## src/hdl/irt_pkg.sv

```systemverilog
// ----------------------------------------------------------------------------
// irt_pkg - shared definitions for the input source route table
// Table geometry, command and status codes, entry layout and the structs
// that pass between the lookup engine and the statistics unit.
// ----------------------------------------------------------------------------
package irt_pkg;

	// Table geometry
	localparam int DEPTH = 64;
	localparam int IDX_W = $clog2(DEPTH);
	localparam int CNT_W = $clog2(DEPTH + 1);

	// Field widths
	localparam int KIND_W   = 3;
	localparam int HANDLE_W = 32;
	localparam int WS_W     = 32;
	localparam int DTYPE_W  = 8;
	localparam int STATUS_W = 2;
	localparam int ECOUNT_W = 7;
	localparam int CTR_W    = 32;

	// Stream widths
	localparam int S_TDATA_W = 72;
	localparam int S_TUSER_W = KIND_W;
	localparam int M_TDATA_W = 136;
	localparam int M_TUSER_W = STATUS_W;

	// Command kinds
	localparam logic [KIND_W-1:0] KIND_ASSIGN = 3'd0;
	localparam logic [KIND_W-1:0] KIND_REMOVE = 3'd1;
	localparam logic [KIND_W-1:0] KIND_LOOKUP = 3'd2;
	localparam logic [KIND_W-1:0] KIND_KEY    = 3'd3;
	localparam logic [KIND_W-1:0] KIND_MOUSE  = 3'd4;
	localparam logic [KIND_W-1:0] KIND_CLEAR  = 3'd5;

	// Result status codes
	localparam logic [STATUS_W-1:0] STAT_OK       = 2'd0;
	localparam logic [STATUS_W-1:0] STAT_FULL     = 2'd1;
	localparam logic [STATUS_W-1:0] STAT_NOTFOUND = 2'd2;

	// Device types and the empty workspace marker
	localparam logic [DTYPE_W-1:0] TYPE_KEYBOARD = 8'd1;
	localparam logic [DTYPE_W-1:0] TYPE_MOUSE    = 8'd2;
	localparam logic [WS_W-1:0]    NO_WS         = 32'hFFFF_FFFF;

	// One table entry as stored in memory
	typedef struct packed {
		logic [DTYPE_W-1:0]  dtype;
		logic [WS_W-1:0]     ws;
		logic [HANDLE_W-1:0] handle;
	} irt_entry_t;

	// Completion event from the engine to the statistics unit
	typedef struct packed {
		logic fire;
		logic is_packet;
		logic is_clear;
	} irt_evt_t;

	// Counter values after the current item
	typedef struct packed {
		logic [CTR_W-1:0] routed;
		logic [CTR_W-1:0] blocked;
		logic [CTR_W-1:0] total;
	} irt_cnt_t;

endpackage

```

## src/hdl/irt_stats.sv

```systemverilog
// ----------------------------------------------------------------------------
// irt_stats - routing decision and packet counters
// Holds the routing enable register, decides routed or blocked for each
// packet and keeps the wrapping routed, blocked and total counters.
// ----------------------------------------------------------------------------
module irt_stats (
	input  logic                      clk,
	input  logic                      arst_n,
	input  logic                      cfg_wr_en,
	input  logic                      cfg_wr_data,
	input  irt_pkg::irt_evt_t         evt,
	input  logic [irt_pkg::WS_W-1:0]  found,
	output logic                      routed,
	output irt_pkg::irt_cnt_t         cnt_next
);
	import irt_pkg::*;

	logic     route_en_q;
	irt_cnt_t cnt_q;
	logic     blocked;

	// Decide the packet's fate
	assign blocked = route_en_q && (found == NO_WS);
	assign routed  = evt.is_packet && !blocked;

	// Counter values after this item
	always_comb begin
		cnt_next = cnt_q;
		if (evt.is_clear) begin
			cnt_next = '0;
		end else if (evt.is_packet) begin
			cnt_next.total = cnt_q.total + 1'b1;
			if (blocked) begin
				cnt_next.blocked = cnt_q.blocked + 1'b1;
			end else begin
				cnt_next.routed = cnt_q.routed + 1'b1;
			end
		end
	end

	// Register write and counter update
	always_ff @(posedge clk or negedge arst_n) begin
		if (!arst_n) begin
			route_en_q <= 1'b0;
			cnt_q      <= '0;
		end else begin
			if (cfg_wr_en) begin
				route_en_q <= cfg_wr_data;
			end
			if (evt.fire) begin
				cnt_q <= cnt_next;
			end
		end
	end

endmodule

```

## config.mk

```make
export PLATFORM = sky130hd
export DESIGN_NAME = irt_stats
export DESIGN_NICKNAME = d
export VERILOG_FILES = /design/src/hdl/irt_pkg.sv /design/src/hdl/irt_stats.sv
export SDC_FILE = /design/constraint.sdc
export NUM_CORES = 1
export LEC_CHECK = 0
export BUFFER_PORTS_ARGS = -buffer_cell sky130_fd_sc_hd__buf_4
export CORE_MARGIN = 4
export CORE_UTILIZATION = 56
export CTS_CLUSTER_SIZE = 10
export DETAILED_ROUTE_END_ITERATION = 6
export PLACE_DENSITY = 0.8
export SLEW_MARGIN = 10
export SYNTH_ARGS = -nofsm -noshare
export SYNTH_HDL_FRONTEND = slang
export SYNTH_SLANG_ARGS = --single-unit
```

## constraint.sdc

```tcl
create_clock -name clk -period 3.4 [get_ports clk]
set_input_delay 0.51 -clock clk [delete_from_list [all_inputs] [get_ports clk]]
set_output_delay 0.51 -clock clk [all_outputs]
set_load 0.03 [all_outputs]
```

* Word-level counts from Yosys, hierarchy flattened
Index checks and enable logic that the tools add are counted.
** Operators by class
- $add $sub $neg :: 3
- Eq/ne operators :: 1
- Mux-type cells :: 4
- Reduce and logical (&&, ||, !) cells :: 3
** Operators by type and width (number)
- 2-to-1 mux 96 bit :: 2
- adder 32 x 1 -> 32 bit (second input constant) :: 3
- 2-to-1 mux 32 bit :: 2
- == test 32 bit (second input constant) :: 1
- logical AND 1 bit :: 2
- logical NOT 1 bit :: 1
** Word-level totals
- Register bits :: 97
- Input port bits :: 39
- Output and inout bits :: 97
- Logic and storage cells :: 15

* Depth between registers and ports, before layout
- Depth after elaboration :: 5
- Depth in mapped cells :: 9
- Gate-level depth less buffers :: 6

* Least setup slack after synthesis
No wires, ideal clock.
- Path type :: input -> output
- Start point :: in found[24] in the netlist's numbering
- End point :: out cnt_next[45] in the netlist's numbering
- Data arrival time :: 2.863 ns
- Required time :: 2.890 ns
- Setup slack :: 0.027 ns
- Stages on the path :: 6
- Path buffers :: 2
- Path through :: nand4_1 > nor4_4 > clkbuf_1 > nand3_1 > buf_2 > o41ai_1
** RTL lines
- start: declaration :: line irt_stats.sv:12 : input logic [irt_pkg::WS_W-1:0] found,
- end: declaration :: line irt_stats.sv:14 : output irt_pkg::irt_cnt_t cnt_next

==> results_dict.tcl <==
set metrics [dict create \
    status "finished with violations" \
    failed_checks "DRC" \
    seqCellArea_um2 2430 \
    timing.final.crit_period_ns 3.23 \
    arrival_ns 2.72 \
    initial_core_util_pct 57.4 \
    cts_tree "yes" \
    peakVddDrop_mv 0.208 \
    port_buffers 135 \
    path_cells "nand3_1 -> or3_1 -> nor4_4 -> nand3_1 -> a21oi_1 -> buf_4" \
    cts_root_buffer "clkbuf_16" \
    yosys.area.top_type "dfrtp_1" \
    required_ns 2.89 \
    fillCellCount 1158 \
    diodes 0 \
    cp_common_cell "nand3_1" \
    highest_layer "met4" \
    synth_warnings 0 \
    grt_max_degree 64 \
    antenna_found_initial 0 \
    maxSlewViolCount 0 \
    max_stage_delay_ns 0.59 \
    row_count 42 \
    place.gp.congestion 0.906 \
    dp_hpwl_um 15400 \
    rsz0062_at_grt "false" \
    syn2layout_area_growth_pct 20.2 \
    insertion_delay_ns 0.35 \
    avgSynthCellArea_um2 7.93 \
    synth_area_leaders "dfrtp_1 (32%), nand4_1 (6.0%), nor2_1 (5.2%)" \
    wirelength_um 22100 \
    cp_top_family "simple AND/OR/NAND/NOR gates" \
    wl_met2_um 10500 \
    drive_above_1_share_pct 21.4 \
    final_util_pct 69.0 \
    crit_slowest_cell "nor4_4" \
    setup_tns_ns 0 \
    nets 1112 \
    synthFlopType "dfrtp_1" \
    synth-seq-area-share_pct 31.7 \
    grt_pass1_wl_um 35900 \
    fmax_mhz 310 \
    dieArea_um2 15600 \
    wl_per_cell_um 17.6 \
    dr.first_iter.drc_count 811 \
    synth_cell_types 58 \
    hold_path_class "in -> async" \
    start_kind "flip-flop" \
    die_x_um 125 \
    hold_violations 0 \
    num_io_pins 136 \
    ys_async_sr_fraction_pct 100 \
    multi_input_area_um2 4810 \
    clk_path_buf_depth 2 \
    worst_setup_path_end_kind "output pin" \
    yosys_register_bits 97 \
    synth_most_common_cell "nor2_1" \
    wl_met1_um 9420 \
    ff2ff_path_depth 8 \
    netlist_instances 967 \
    worstSetupPathDepth 6 \
    r2r_setup_slack_ns 1.06 \
    grt_usage_pct 27.2 \
    worst-path-max-fanout 12 \
    clock_skew_ns 0.00591 \
    drc 7 \
    drtPass1Iterations 7 \
    drv_cap 0 \
    route.met3.wl_um 1640 \
    fin_total_pwr_uw 2970 \
    core_area_um2 13300 \
    worstMarginPinSlew_ns 0.826 \
    clock-sinks 97 \
    synth.net_count 1009 \
    critPathBufInv 1 \
    ant_nets 0 \
    worst_r2r_startpoint "cnt_q[32]" \
    synth_area_um2 7670 \
    h-tree-depth 3 \
    p_per_area_nw_per_um2 322 \
    slew_headroom_pct 44.9 \
    path_class "reg -> out" \
    synth_common_cells "nor2_1 (106), dfrtp_1 (97), nand2_1 (97)" \
    synth_top_area_share_pct 31.7 \
    via_count 8137 \
    post-route-period-util_pct 94.9 \
    numCtsBuffers 9 \
    synth-edff-count 0 \
    grt-ovfl-total 0 \
    grt_pass1_vias 7345 \
    p_leak_uw 0.00406 \
    cp-startpoint "cnt_q[43]" \
    setup_viol 0 \
    die_y_um 125 \
    via_per_inst 6.50 \
    cts.clk_slew.worst_paths_ns 0.07 \
]
## power by group
part	internal (µW)	switching, µW
registers	1210	89.3
clock network	739	461
logic	174	295
total	2120	845
## routing by layer
layer / GRT usage [%] / vias to the layer above
met1: 37.2 / 3867
met2: 43.8 / 363
li1: - / 3866
met3: 4.69 / 41
met4: 9.38 / 0
met5: 0 / -
## what timing repair did
item / in CTS / in global routing
buffers inserted: 0 / 0
endpoints found under the setup margin: 0 / 2
hold buffers: 0 / 0
gates resized for setup: 0 / 1
## kinds of logic after synthesis
| family | synth area share (%) |
|---|---|
| AOI/OAI and AO/OA | 17.8 |
| xor gates and xnor gates | 4.80 |
| and+or+nand+nor | 35.4 |
| buffers and inverters | 5.65 |
| adders and majority gates | 0.490 |
| DFF | 31.7 |
| muxes | 4.29 |
## sequential cells by signal, summed over array words and instances (netlist names)
name and flops:
cnt_q 96, route_en_q 1
## worst paths after layout
path,endpoint
worst min-delay path,cnt_q[70]
max in group asynchronous,cnt_q[27]
worst max register to register,cnt_q[42]
worst min register to register,route_en_q
min in group clk,route_en_q
worst max-delay path,cnt_next[50]
## cell usage in the layout, fill, tap and decap left out, drive strengths merged, types with 4 or more instances in the layout
cell type	n
o311ai	16
nand2	97
xnor2	21
o2bb2ai	13
o31ai	8
and4	10
clkbuf	11
o21ai	35
o41ai	10
o211a	4
buf	172
a31oi	6
a31o	7
nor2b	4
inv	21
and2	15
a32oi	4
and3	22
xor2	21
nand4	74
dfrtp	97
nor3	18
or2	7
mux2	15
or4	33
or3	24
o211ai	24
a22o	7
nor4	23
a21oi	27
a211o	8
mux2i	16
nor2	106
a311oi	4
nand3	71
## area by class of cell
type	count	area share (%)
multi-input combinational	769	52.2
inverter	21	0.856
timing repair buffer	172	14.4
clock inverter	5	1.11
tap	176	2.39
clock buffer	11	2.63
sequential	97	26.3
## per-stage QoR
| stage | std cells | worst slack [ns] | instance area, µm² | hold WS (ns) |
|---|---|---|---|---|
| after floorplan | 967 | 0.0271 | 7670 | 0.214 |
| after global placement | 1235 | 0.311 | 8860 | 0.506 |
| after detailed placement | 1235 | 0.290 | 8860 | 0.511 |
| after CTS | 1251 | 0.182 | 9210 | 0.283 |
| after global routing | 1251 | 0.00366 | 9210 | 0.319 |
| final | 1251 | 0.172 | 9210 | 0.248 |
Power figures use the tool's default switching activity.
